### config.mk
export PLATFORM = sky130hd
export DESIGN_NAME = sbox_differential_analyzer
export DESIGN_NICKNAME = d
export VERILOG_FILES = /design/src/design/sda_pkg.sv /design/src/design/sda_ram.sv /design/src/design/sda_hist.sv /design/src/design/sda_fold.sv /design/src/design/sda_ctrl.sv /design/src/design/sbox_differential_analyzer.sv
export SDC_FILE = /design/constraint.sdc
export NUM_CORES = 1
export LEC_CHECK = 0
export BUFFER_PORTS_ARGS = -buffer_cell sky130_fd_sc_hd__buf_2
export CORE_ASPECT_RATIO = 2
export CORE_MARGIN = 2
export CORE_UTILIZATION = 40
export CTS_CLUSTER_SIZE = 30
export DETAILED_ROUTE_END_ITERATION = 6
export PLACE_DENSITY = 0.65
export SYNTH_ARGS = -nofsm -noshare
export SYNTH_HDL_FRONTEND = slang
export SYNTH_SLANG_ARGS = --single-unit
### constraint.sdc
create_clock -name clock -period 7.8 [get_ports clock]
set_input_delay 1.17 -clock clock [delete_from_list [all_inputs] [get_ports clock]]
set_output_delay 1.17 -clock clock [all_outputs]
set_load 0.03 [all_outputs]
### src/design/sda_pkg.sv
// ----------------------------------------------------------------------------
// S-box differential analyser package
// Shared constants, codes and control types.
// ----------------------------------------------------------------------------
package sda_pkg;

   localparam int IN_BITS_DEF  = 4;
   localparam int OUT_BITS_DEF = 4;

   localparam int ZERO_ENTRIES_W = 9;
   localparam int MAX_ENTRY_W    = 5;
   localparam int MAX_COUNT_W    = 9;
   localparam int SCORE_W        = 13;
   // The score weights the maximum entry by 256.
   localparam int SCORE_SHIFT    = 8;

   typedef enum logic {
      OP_LOAD  = 1'b0,
      OP_START = 1'b1
   } opcode_type;

   typedef enum logic [1:0] {
      ST_IDLE,
      ST_PAIR,
      ST_DRAIN,
      ST_FOLD
   } state_type;

   typedef struct packed {
      logic clear;
      logic step;
   } fold_ctl_type;

endpackage

### src/design/sda_ram.sv
// ----------------------------------------------------------------------------
// Generic RAM
// One write port and two read ports with registered read data.
// ----------------------------------------------------------------------------
module sda_ram #(
   parameter int WIDTH = 4,
   parameter int DEPTH = 16
) (
   input  logic                     clock,
   input  logic                     wr_en,
   input  logic [$clog2(DEPTH)-1:0] wr_addr,
   input  logic [WIDTH-1:0]         wr_data,
   input  logic                     rd_en,
   input  logic [$clog2(DEPTH)-1:0] rd_addr_a,
   input  logic [$clog2(DEPTH)-1:0] rd_addr_b,
   output logic [WIDTH-1:0]         rd_data_a,
   output logic [WIDTH-1:0]         rd_data_b
);

   logic [WIDTH-1:0] mem_ff [DEPTH];

   always_ff @(posedge clock) begin
      if (wr_en) begin
         mem_ff[wr_addr] <= wr_data;
      end
      if (rd_en) begin
         rd_data_a <= mem_ff[rd_addr_a];
         rd_data_b <= mem_ff[rd_addr_b];
      end
   end

endmodule

### src/design/sda_hist.sv
// ----------------------------------------------------------------------------
// Row histogram
// Counts output differences of one row; each entry clears as it is read out.
// ----------------------------------------------------------------------------
module sda_hist #(
   parameter int IN_BITS  = sda_pkg::IN_BITS_DEF,
   parameter int OUT_BITS = sda_pkg::OUT_BITS_DEF
) (
   input  logic                clock,
   input  logic                reset,
   input  logic                inc_en,
   input  logic [OUT_BITS-1:0] inc_addr,
   input  logic                clr_en,
   input  logic [OUT_BITS-1:0] rd_addr,
   output logic [IN_BITS:0]    rd_data
);

   localparam int OUT_SIZE = 1 << OUT_BITS;

   logic [IN_BITS:0] hist_ff [OUT_SIZE];
   logic [IN_BITS:0] hist_in [OUT_SIZE];

   always_comb begin
      for (int i = 0; i < OUT_SIZE; i++) begin
         hist_in[i] = hist_ff[i];
         if (clr_en && rd_addr == OUT_BITS'(i)) begin
            hist_in[i] = '0;
         end else if (inc_en && inc_addr == OUT_BITS'(i)) begin
            hist_in[i] = hist_ff[i] + (IN_BITS + 1)'(1);
         end
      end
   end

   always_ff @(posedge clock) begin
      if (reset) begin
         for (int i = 0; i < OUT_SIZE; i++) begin
            hist_ff[i] <= '0;
         end
      end else begin
         hist_ff <= hist_in;
      end
   end

   assign rd_data = hist_ff[rd_addr];

endmodule

### src/design/sda_fold.sv
// ----------------------------------------------------------------------------
// Fold unit
// Shared compare and count unit that folds one histogram entry per cycle,
// while step is set, into the running table statistics.
// ----------------------------------------------------------------------------
module sda_fold #(
   parameter int IN_BITS  = sda_pkg::IN_BITS_DEF,
   parameter int OUT_BITS = sda_pkg::OUT_BITS_DEF
) (
   input  logic                        clock,
   input  logic                        reset,
   input  sda_pkg::fold_ctl_type       ctl,
   input  logic [IN_BITS:0]            entry,
   output logic [IN_BITS+OUT_BITS:0]   zero_total,
   output logic [IN_BITS:0]            best_value,
   output logic [IN_BITS+OUT_BITS:0]   best_count
);

   localparam int TW = IN_BITS + OUT_BITS + 1;
   localparam logic [IN_BITS:0] TRIVIAL = {1'b1, {IN_BITS{1'b0}}};

   logic [TW-1:0]    zero_ff, zero_in;
   logic [IN_BITS:0] best_ff, best_in;
   logic [TW-1:0]    count_ff, count_in;

   // An entry equal to the maximum is counted before the compare, so a
   // new maximum then overrides that count.
   always_comb begin
      zero_in  = zero_ff;
      best_in  = best_ff;
      count_in = count_ff;
      if (ctl.clear) begin
         zero_in  = '0;
         best_in  = '0;
         count_in = '0;
      end else if (ctl.step) begin
         if (entry == '0) begin
            zero_in = zero_ff + TW'(1);
         end
         if (entry == best_ff) begin
            count_in = count_ff + TW'(1);
         end
         if (entry != TRIVIAL && entry > best_ff) begin
            best_in  = entry;
            count_in = TW'(1);
         end
      end
   end

   always_ff @(posedge clock) begin
      if (reset) begin
         zero_ff  <= '0;
         best_ff  <= '0;
         count_ff <= '0;
      end else begin
         zero_ff  <= zero_in;
         best_ff  <= best_in;
         count_ff <= count_in;
      end
   end

   assign zero_total = zero_ff;
   assign best_value = best_ff;
   assign best_count = count_ff;

endmodule

### src/design/sda_ctrl.sv
// ----------------------------------------------------------------------------
// Sequencer
// Walks rows and input pairs, drives the S-box reads, the histogram and the
// fold unit, and owns both handshakes.
// ----------------------------------------------------------------------------
module sda_ctrl #(
   parameter int IN_BITS  = sda_pkg::IN_BITS_DEF,
   parameter int OUT_BITS = sda_pkg::OUT_BITS_DEF
) (
   input  logic                  clock,
   input  logic                  reset,
   input  logic                  req_valid,
   output logic                  req_ready,
   input  logic                  req_opcode,
   output logic                  rsp_valid,
   input  logic                  rsp_ready,
   output logic                  ram_wr_en,
   output logic                  ram_rd_en,
   output logic [IN_BITS-1:0]    ram_addr_a,
   output logic [IN_BITS-1:0]    ram_addr_b,
   output logic                  hist_inc_en,
   output logic                  hist_clr,
   output logic [OUT_BITS-1:0]   hist_rd_addr,
   output sda_pkg::fold_ctl_type fold_ctl
);

   sda_pkg::state_type state_ff, state_in;

   logic [IN_BITS-1:0]  row_ff, row_in;
   logic [IN_BITS-1:0]  pair_ff, pair_in;
   logic [OUT_BITS-1:0] col_ff, col_in;
   logic                pend_ff, pend_in;
   logic                rsp_valid_ff, rsp_valid_in;

   logic start_acc;
   logic load_acc;
   logic row_end;
   logic last_row;

   assign req_ready = (state_ff == sda_pkg::ST_IDLE) && !rsp_valid_ff;
   assign start_acc = req_valid && req_ready && (req_opcode == sda_pkg::OP_START);
   assign load_acc  = req_valid && req_ready && (req_opcode == sda_pkg::OP_LOAD);
   assign row_end   = (state_ff == sda_pkg::ST_FOLD) && (col_ff == '1);
   assign last_row  = (row_ff == '1);

   // Next state.
   always_comb begin
      state_in = state_ff;
      case (state_ff)
         sda_pkg::ST_IDLE: begin
            if (start_acc) begin
               state_in = sda_pkg::ST_PAIR;
            end
         end
         sda_pkg::ST_PAIR: begin
            if (pair_ff == '1) begin
               state_in = sda_pkg::ST_DRAIN;
            end
         end
         sda_pkg::ST_DRAIN: begin
            state_in = sda_pkg::ST_FOLD;
         end
         sda_pkg::ST_FOLD: begin
            if (row_end) begin
               state_in = last_row ? sda_pkg::ST_IDLE : sda_pkg::ST_PAIR;
            end
         end
         default: begin
            state_in = sda_pkg::ST_IDLE;
         end
      endcase
   end

   // Outputs.
   always_comb begin
      ram_wr_en      = load_acc;
      ram_rd_en      = (state_ff == sda_pkg::ST_PAIR);
      ram_addr_a     = pair_ff;
      ram_addr_b     = pair_ff ^ row_ff;
      hist_inc_en    = pend_ff;
      hist_clr       = (state_ff == sda_pkg::ST_FOLD);
      hist_rd_addr   = col_ff;
      fold_ctl.clear = start_acc;
      fold_ctl.step  = (state_ff == sda_pkg::ST_FOLD);
      rsp_valid      = rsp_valid_ff;
   end

   // Counters. The read issued in one cycle lands in the histogram in the next.
   always_comb begin
      pair_in = (state_ff == sda_pkg::ST_PAIR) ? pair_ff + IN_BITS'(1) : '0;
      col_in  = (state_ff == sda_pkg::ST_FOLD) ? col_ff + OUT_BITS'(1) : '0;
      pend_in = (state_ff == sda_pkg::ST_PAIR);
      row_in  = row_ff;
      if (start_acc) begin
         row_in = '0;
      end else if (row_end) begin
         row_in = row_ff + IN_BITS'(1);
      end
      rsp_valid_in = rsp_valid_ff;
      if (row_end && last_row) begin
         rsp_valid_in = 1'b1;
      end else if (rsp_ready) begin
         rsp_valid_in = 1'b0;
      end
   end

   always_ff @(posedge clock) begin
      if (reset) begin
         state_ff     <= sda_pkg::ST_IDLE;
         row_ff       <= '0;
         pair_ff      <= '0;
         col_ff       <= '0;
         pend_ff      <= 1'b0;
         rsp_valid_ff <= 1'b0;
      end else begin
         state_ff     <= state_in;
         row_ff       <= row_in;
         pair_ff      <= pair_in;
         col_ff       <= col_in;
         pend_ff      <= pend_in;
         rsp_valid_ff <= rsp_valid_in;
      end
   end

endmodule

### src/design/sbox_differential_analyzer.sv
// ----------------------------------------------------------------------------
// S-box differential analyser
// Builds the difference distribution table of a loaded S-box row by row and
// reports its zero count, largest non-trivial entry, that entry's count and
// a score.
//
//   Channel   Direction  Handshake            Carries
//   req_      in         req_valid/req_ready  opcode, entry index and value
//   rsp_      out        rsp_valid/rsp_ready  zero count, max, max count, score
//
// A load transaction writes one S-box entry and produces no response.
// A start transaction walks every row: one S-box read pair per cycle over all
// input pairs, a drain step, then one fold step per cycle over all histogram
// entries; the response appears after the last row's last fold step.
// No new transaction is taken while an analysis runs or a response waits.
// Reset clears the control state, the histogram and the statistics.
// ----------------------------------------------------------------------------
module sbox_differential_analyzer #(
   parameter int IN_BITS  = sda_pkg::IN_BITS_DEF,
   parameter int OUT_BITS = sda_pkg::OUT_BITS_DEF
) (
   input  logic                                clock,
   input  logic                                reset,
   input  logic                                req_valid,
   output logic                                req_ready,
   input  logic                                req_opcode,
   input  logic [IN_BITS-1:0]                  req_entry_index,
   input  logic [OUT_BITS-1:0]                 req_entry_value,
   output logic                                rsp_valid,
   input  logic                                rsp_ready,
   output logic [sda_pkg::ZERO_ENTRIES_W-1:0]  rsp_zero_entries,
   output logic [sda_pkg::MAX_ENTRY_W-1:0]     rsp_max_entry,
   output logic [sda_pkg::MAX_COUNT_W-1:0]     rsp_max_count,
   output logic signed [sda_pkg::SCORE_W-1:0]  rsp_score
);

   localparam int ZERO_W  = sda_pkg::ZERO_ENTRIES_W;
   localparam int MAX_W   = sda_pkg::MAX_ENTRY_W;
   localparam int COUNT_W = sda_pkg::MAX_COUNT_W;
   localparam int SCORE_W = sda_pkg::SCORE_W;

   logic                  ram_wr_en;
   logic                  ram_rd_en;
   logic [IN_BITS-1:0]    ram_addr_a;
   logic [IN_BITS-1:0]    ram_addr_b;
   logic [OUT_BITS-1:0]   sbox_a;
   logic [OUT_BITS-1:0]   sbox_b;
   logic                  hist_inc_en;
   logic                  hist_clr;
   logic [OUT_BITS-1:0]   hist_rd_addr;
   logic [IN_BITS:0]      hist_entry;
   sda_pkg::fold_ctl_type fold_ctl;

   logic [IN_BITS+OUT_BITS:0] zero_total;
   logic [IN_BITS:0]          best_value;
   logic [IN_BITS+OUT_BITS:0] best_count;

   sda_ctrl #(
      .IN_BITS (IN_BITS),
      .OUT_BITS(OUT_BITS)
   ) u_ctrl (
      .clock       (clock),
      .reset       (reset),
      .req_valid   (req_valid),
      .req_ready   (req_ready),
      .req_opcode  (req_opcode),
      .rsp_valid   (rsp_valid),
      .rsp_ready   (rsp_ready),
      .ram_wr_en   (ram_wr_en),
      .ram_rd_en   (ram_rd_en),
      .ram_addr_a  (ram_addr_a),
      .ram_addr_b  (ram_addr_b),
      .hist_inc_en (hist_inc_en),
      .hist_clr    (hist_clr),
      .hist_rd_addr(hist_rd_addr),
      .fold_ctl    (fold_ctl)
   );

   sda_ram #(
      .WIDTH(OUT_BITS),
      .DEPTH(1 << IN_BITS)
   ) u_sbox_ram (
      .clock    (clock),
      .wr_en    (ram_wr_en),
      .wr_addr  (req_entry_index),
      .wr_data  (req_entry_value),
      .rd_en    (ram_rd_en),
      .rd_addr_a(ram_addr_a),
      .rd_addr_b(ram_addr_b),
      .rd_data_a(sbox_a),
      .rd_data_b(sbox_b)
   );

   sda_hist #(
      .IN_BITS (IN_BITS),
      .OUT_BITS(OUT_BITS)
   ) u_hist (
      .clock   (clock),
      .reset   (reset),
      .inc_en  (hist_inc_en),
      .inc_addr(sbox_a ^ sbox_b),
      .clr_en  (hist_clr),
      .rd_addr (hist_rd_addr),
      .rd_data (hist_entry)
   );

   sda_fold #(
      .IN_BITS (IN_BITS),
      .OUT_BITS(OUT_BITS)
   ) u_fold (
      .clock     (clock),
      .reset     (reset),
      .ctl       (fold_ctl),
      .entry     (hist_entry),
      .zero_total(zero_total),
      .best_value(best_value),
      .best_count(best_count)
   );

   assign rsp_zero_entries = ZERO_W'(zero_total);
   assign rsp_max_entry    = MAX_W'(best_value);
   assign rsp_max_count    = COUNT_W'(best_count);
   assign rsp_score        = SCORE_W'(zero_total)
                           - (SCORE_W'(best_value) << sda_pkg::SCORE_SHIFT);

endmodule

-- Word level (Yosys, flattened, before mapping)
Memories as Yosys holds them, arrays and structs flattened. A register that Yosys moved wholly into a read port is not among the register bits.
Index checks and enable logic that the tools add are counted.
- register bits: 119
- bits in writable memories: 64
- input bits: 13
- output and inout bits: 38
- logic and storage cells: 178
- memories kept: 1
- add/sub/neg operators: 22
- magnitude comparators: 2
- equal/unequal tests: 40
- mux-type cells: 14
- bitwise operators: 6
- reductions and logical operators: 68
- memories (memory ; words ; width ; read ports ; clocked after Yosys merged registers in ; write ports ; RTL line ; text):
    u_sbox_ram.mem_ff ; 16 ; 4 ; 2 ; 2 ; 1 ; sda_ram.sv:20 ; logic [WIDTH-1:0] mem_ff [DEPTH];
- operator list (cell ; count):
    adder 5 x 1 -> 5 bit (second input constant) ; 16
    equality test 4 bit (second input constant) ; 18
    logical AND 1 bit ; 38
    OR reduction 2 bit ; 19
    equality test 4 x 3 -> 1 bit (second input constant) ; 8
    binary-select mux 5 bit (select 4 bit) ; 1
    adder 9 x 1 -> 9 bit (second input constant) ; 2
    2-to-1 mux 9 bit ; 2
    equality test 4 x 2 -> 1 bit (second input constant) ; 4
    subtractor 9 x 13 -> 13 bit ; 1
    adder 4 x 1 -> 4 bit (second input constant) ; 3
    2-to-1 mux 5 bit ; 2
    equality test 4 x 1 -> 1 bit (second input constant) ; 2
    zero test 4 bit ; 2
    case mux 2 bit (4 select lines) ; 1
    bitwise XOR 4 bit ; 2
    2-to-1 mux 2 bit ; 3
    AND reduction 2 bit ; 3
    equality test 5 bit ; 1
    greater-or-equal comparator 5 bit (second input constant) ; 1
    greater-than comparator 5 bit ; 1
    zero test 5 bit ; 1
    2-to-1 mux 1 bit ; 5
    != test 5 bit (second input constant) ; 1
    other kinds (10) ; 15

-- Logic depth before layout (Yosys ltp)
- depth after elaboration: 8
- mapped depth: 15
- depth with buffers taken out: 12

-- Cells and area by module
A second synthesis with hierarchy kept.
- cell total of the unflattened synthesis: 922
- area total of the unflattened synthesis: 10037.1 µm²
- modules (own cells, without submodules) (module ; instances ; cells each ; area an instance (µm²) ; sequential area each (µm²)):
    sda_hist ; 1 ; 504 ; 4469.3 ; 1601.5
    sda_ram ; 1 ; 173 ; 3380.7 ; 2162.1
    sda_fold ; 1 ; 139 ; 1227.4 ; 460.4
    sda_ctrl ; 1 ; 83 ; 775.7 ; 320.3
    sbox_differential_analyzer ; 1 ; 23 ; 183.9 ; 0.0

-- Least setup slack after synthesis
OpenSTA, ideal clock, no wires.
- path kind: reg2reg
- from: reg u_ctrl.col_ff[0], in the netlist u_ctrl.hist_rd_addr[0]
- to: reg u_fold.count_ff[2], in the netlist u_fold.best_count[2]
- setup time: 0.135 ns
- arrival: 3.048 ns
- required time: 7.665 ns
- path slack: 4.617 ns
- cell stages (with the launch flop): 15
- path buffers: 3
- clock period less this slack: 3.183 ns
- cell sequence: dfxtp_1 buf_6 buf_2 mux4_2 mux2i_1 mux2_2 inv_1 ha_1 and4_1 a21oi_1 a21oi_1 o21ai_4 buf_4 nand4_1 o31ai_1
- word-level cells in the longest chain between the ends: 8
- elaborated cells on any way between the ends: 11
- those cells by class: order compare (1); eq/ne (2); mux (4); bitwise (1); reduce/logical (3)
- ends and longest elaborated chain (what ; RTL line ; text):
    start: declaration ; sda_ctrl.sv:31 ; logic [OUT_BITS-1:0] col_ff, col_in;
    start signal: assignment ; sda_ctrl.sv:119 ; col_ff <= col_in;
    NOT 4 -> 5 bit (implied by the code) (*) ; sda_hist.sv:44 ; assign rd_data = hist_ff[rd_addr];
    binary-select mux 5 bit (select 4 bit) (*) ; sda_hist.sv:44 ;
    2-to-1 mux 5 bit (implied by the code) (*) (2 in series) ; sda_hist.sv:44 ;
    net hist_entry[4] ; sbox_differential_analyzer.sv:51 ; logic [IN_BITS:0] hist_entry;
    greater-than comparator 5 bit / != test 5 bit (equally long branches) ; sda_fold.sv:43 ; if (entry != TRIVIAL && entry > best_ff) begin
    logical AND 1 bit ; sda_fold.sv:43 ;
    nonzero test 2 bit (no line) ; - ;
    AND reduction 2 bit (no line) ; - ;
    end signal: assignment ; sda_fold.sv:58 ; count_ff <= count_in;
    end: declaration ; sda_fold.sv:24 ; logic [TW-1:0] count_ff, count_in;
The timed path passes the listed nets; every way through them passes the cells marked *. The select of a mux whose other input is x is not followed.
A chain may end at the register's enable or synchronous reset.

-- Worst setup path in the final report
- from: reg u_ctrl.col_ff[0], in the netlist u_ctrl.hist_rd_addr[0]
- to: reg u_fold.count_ff[3], in the netlist u_fold.best_count[3]
The elaborated chain is that of the path after synthesis.

==> flow_metrics.py <==
metrics = {
    "clocking": {
        "cts.sinks": 191,
        "holdBufCountCts": 0,
        "cts_buffers": 17,
        "htreeDepth": 4,
        "clock_path_buffers": 2,
        "cts.repair.resized": 0,
        "clk_latency_ns": 0.46,
        "cts_root_buffer": "clkbuf_16",
        "tritoncts": "yes",
        "clk_pin_slew_ns": 0.07,
        "post-cts-setup-buffers": 0,
    },
    "yosys": {
        "synth_compound_area_frac": 0.0429,
        "yosys.area_share.simple": 0.140,
        "synthFlopType": "dfxtp_1",
        "muxShareOfSynthArea": 0.166,
        "yosysTopAreaCell": "dfxtp_1",
        "syn_avg_cell_area_um2": 11.7,
        "ys_ff_latch": 191,
        "yosysUniqueCellTypes": 44,
        "synthArstFlopShare": 0,
        "syn-cell-area_um2": 9330,
        "synth_most_common_cell": "nor2_1",
        "synth_xor_area_frac": 0.0892,
        "ys_seq_area_frac": 0.487,
        "synth-edff-count": 72,
        "postSynthCellCount": 795,
        "synthAdderAreaFrac": 0.0469,
        "yosys-top-cells-area": "dfxtp_1 26%, edfxtp_1 23%, mux4_2 14%",
        "ys_top_cells_by_count": "132 x nor2_1, 119 x dfxtp_1, 72 x edfxtp_1, 60 x mux4_2, 60 x xor2_1",
        "synth_top_family_by_area": "multiplexers",
        "synth_nets": 843,
        "synth_warnings": 0,
        "synth_top_area_share": 0.255,
    },
    "floorplanning": {
        "fp.dieW_um": 112,
        "num_io_pins": 51,
        "die-height_um": 220,
        "die_area_um2": 24600,
        "num_rows": 79,
        "start_util": 0.403,
        "coreArea_um2": 23100,
    },
    "detailed_routing": {
        "dr.pass1.iters": 5,
        "vias": 6307,
        "routed_wl_mm": 21.7,
        "drc": 0,
        "drtIter0Drc": 322,
        "ant_nets": 0,
        "routed_via_density": 5.58,
        "wl_per_cell_um": 19.2,
    },
    "power_and_ir_drop": {
        "p_per_area_nw_per_um2": 220,
        "power_switching_mw": 0.609,
        "p_clk_frac": 0.385,
        "seqPwrFrac": 0.479,
        "combPwrFrac": 0.135,
        "power.internal_mw": 1.68,
        "leakagePower_nw": 3.63,
        "total_power_mw": 2.28,
        "ir_worst_vdd_uv": 197,
        "p_sw_frac": 0.267,
    },
    "sta": {
        "worst-slew-pin-transition_ns": 1.07,
        "skew_ns": 0.0163,
        "rsz0062_at_grt": "false",
        "fmax_mhz": 254,
        "period_needed_ns": 3.94,
        "maxSlewViolCount": 0,
        "fin_crit_sh": 0.506,
        "whs_ns": 0.499,
        "finalSetupViolations": 0,
        "final_hold_viol_count": 0,
        "tns_ns": 0,
        "max_slew_margin": 0.286,
    },
    "finish": {
        "num-nets-final": 883,
        "fillCellCount": 2167,
        "antenna_cells": 0,
        "fin_cells": 1131,
        "syn_to_final_growth_pct": 11.3,
        "layout-drive-gt1-share": 0.185,
    },
    "worst_setup_path": {
        "worst_ep_arrival_time_ns": 4.26,
        "crit_type": "register to register",
        "end_kind": "register",
        "r2r_slack_ns": 3.86,
        "critPathRequiredTime_ns": 8.11,
        "r2r_cells": 12,
        "startpoint_type": "register",
        "worst-path-max-fanout": 15,
        "r2r_end": "u_fold.best_count[3]$_SDFFE_PP0P_",
        "r2r_start": "u_ctrl.hist_rd_addr[0]$_SDFF_PP0_",
    },
    "placed_design": {
        "gp_congestion": 0.884,
        "io_buffers": 50,
        "hpwl_mm": 16.8,
        "placedCellCount": 1099,
    },
    "global_route": {
        "grt.total_usage": 0.183,
        "overflow": 0,
        "grt_max_degree": 28,
        "antenna_found_initial": 0,
        "first_global_vias": 6380,
        "grt_pass1_wl_mm": 34.2,
    },
    "min_path": {
        "min_from": "u_fold.best_count[8]$_SDFFE_PP0P_",
        "holdPathEnd": "u_fold.best_count[8]$_SDFFE_PP0P_",
        "hold_path_depth": 1,
        "hp-class": "register to register",
    },
    "flow_run": {
        "cap_violations": 0,
    },
    "outcome": {
        "status": "finished clean",
    },
}
flip-flops by register name (all words and copies together) (netlist names), 5 cells and up:
signal and count:
u_fold.best_count 9, u_fold.best_value 5, u_fold.zero_total 9, u_hist.hist_ff 80, u_sbox_ram.mem_ff 64
worst max-delay path, cell delays in order (launching register included):
cell,delay [ns]
dfxtp_1,0.74
buf_4,0.39
mux4_2,0.55
mux2i_1,0.14
mux2_2,0.26
inv_1,0.06
ha_1,0.27
and4_1,0.24
a21oi_1,0.09
a21oi_1,0.54
o21ai_4,0.26
nand4_1,0.17
o31ai_1,0.09
logic make-up (layout without fill, tap and decap cells):
family,after synthesis,after routing
buf+inv,52,105
fa+ha+maj,35,35
mux,80,80
flops,191,191
compound gates,57,57
simple gates,285,285
xor+xnor,95,95
how the worst max path moves through the flow:
stage | end | slack, ns | startpoint | cells past startpoint
after global placement | u_fold.best_count[4]$_SDFFE_PP0P_ | 4.02 | u_ctrl.hist_rd_addr[0]$_SDFF_PP0_ | 13
after floorplan | u_fold.best_count[2]$_SDFFE_PP0P_ | 4.62 | u_ctrl.hist_rd_addr[0]$_SDFF_PP0_ | 14
after global routing | u_fold.best_count[5]$_SDFFE_PP0P_ | 3.58 | u_ctrl.hist_rd_addr[0]$_SDFF_PP0_ | 12
after CTS | u_fold.best_count[3]$_SDFFE_PP0P_ | 3.86 | u_ctrl.hist_rd_addr[0]$_SDFF_PP0_ | 12
final | u_fold.best_count[3]$_SDFFE_PP0P_ | 3.86 | u_ctrl.hist_rd_addr[0]$_SDFF_PP0_ | 12
after detailed placement | u_fold.best_count[4]$_SDFFE_PP0P_ | 3.88 | u_ctrl.hist_rd_addr[0]$_SDFF_PP0_ | 12
power groups by stage:
stage               combinational [mW]  sequential (mW)  clock, mW
floorplan                        0.231             1.11          0
global placement                 0.310             1.12          0
detailed placement               0.313             1.12          0
CTS                              0.314             1.10      0.896
global route                     0.334             1.10      0.930
finish                           0.309             1.10      0.880
final cells by class:
class                           count  area [um^2]  area share
Sequential cell                   191         4540       0.438
Multi-Input combinational cell    552         4540       0.438
Clock buffer                       18          429      0.0414
Tap cell                          283          354      0.0341
Timing Repair Buffer               53          273      0.0263
Clock inverter                     14          159      0.0153
Inverter                           20         75.1     0.00723
per-stage QoR:
step | area, um^2 | util | setup slack [ns]
finish | 10400 | 0.449 | 3.86
global route | 10400 | 0.449 | 3.58
CTS | 10400 | 0.449 | 3.86
detailed placement | 9790 | 0.423 | 3.88
global placement | 9790 | 0.423 | 4.02
floorplan | 9330 | - | 4.62
placed cells by master (no fill, tap or decap), types with 3 or more instances in the layout:
master and instances:
nor2_1 132, dfxtp_1 119, edfxtp_1 72, mux4_2 60
xor2_1 58, nand2_1 53, buf_2 50, nand4_1 44
xnor2_1 35, ha_1 35, inv_1 20, nand3_1 20
mux2i_1 19, clkbuf_16 17, a21oi_1 16, o21bai_1 11
nor3_1 9, a22oi_1 7, nand2b_1 7, a31o_2 5
o31ai_1 5, nor2b_1 4, o21ai_0 4, inv_8 4
and3_1 3, buf_4 3
per-layer routing:
| metal | up-vias | wire length, um | global-route usage |
|---|---|---|---|
| met4 | 0 | 1100 | 0.109 |
| li1 | 2974 | - | - |
| met5 | - | 0 | 0 |
| met3 | 57 | 707 | 0.0360 |
| met2 | 140 | 12800 | 0.368 |
| met1 | 3136 | 7050 | 0.163 |
No activity file was read; power rests on OpenSTA's default activity.
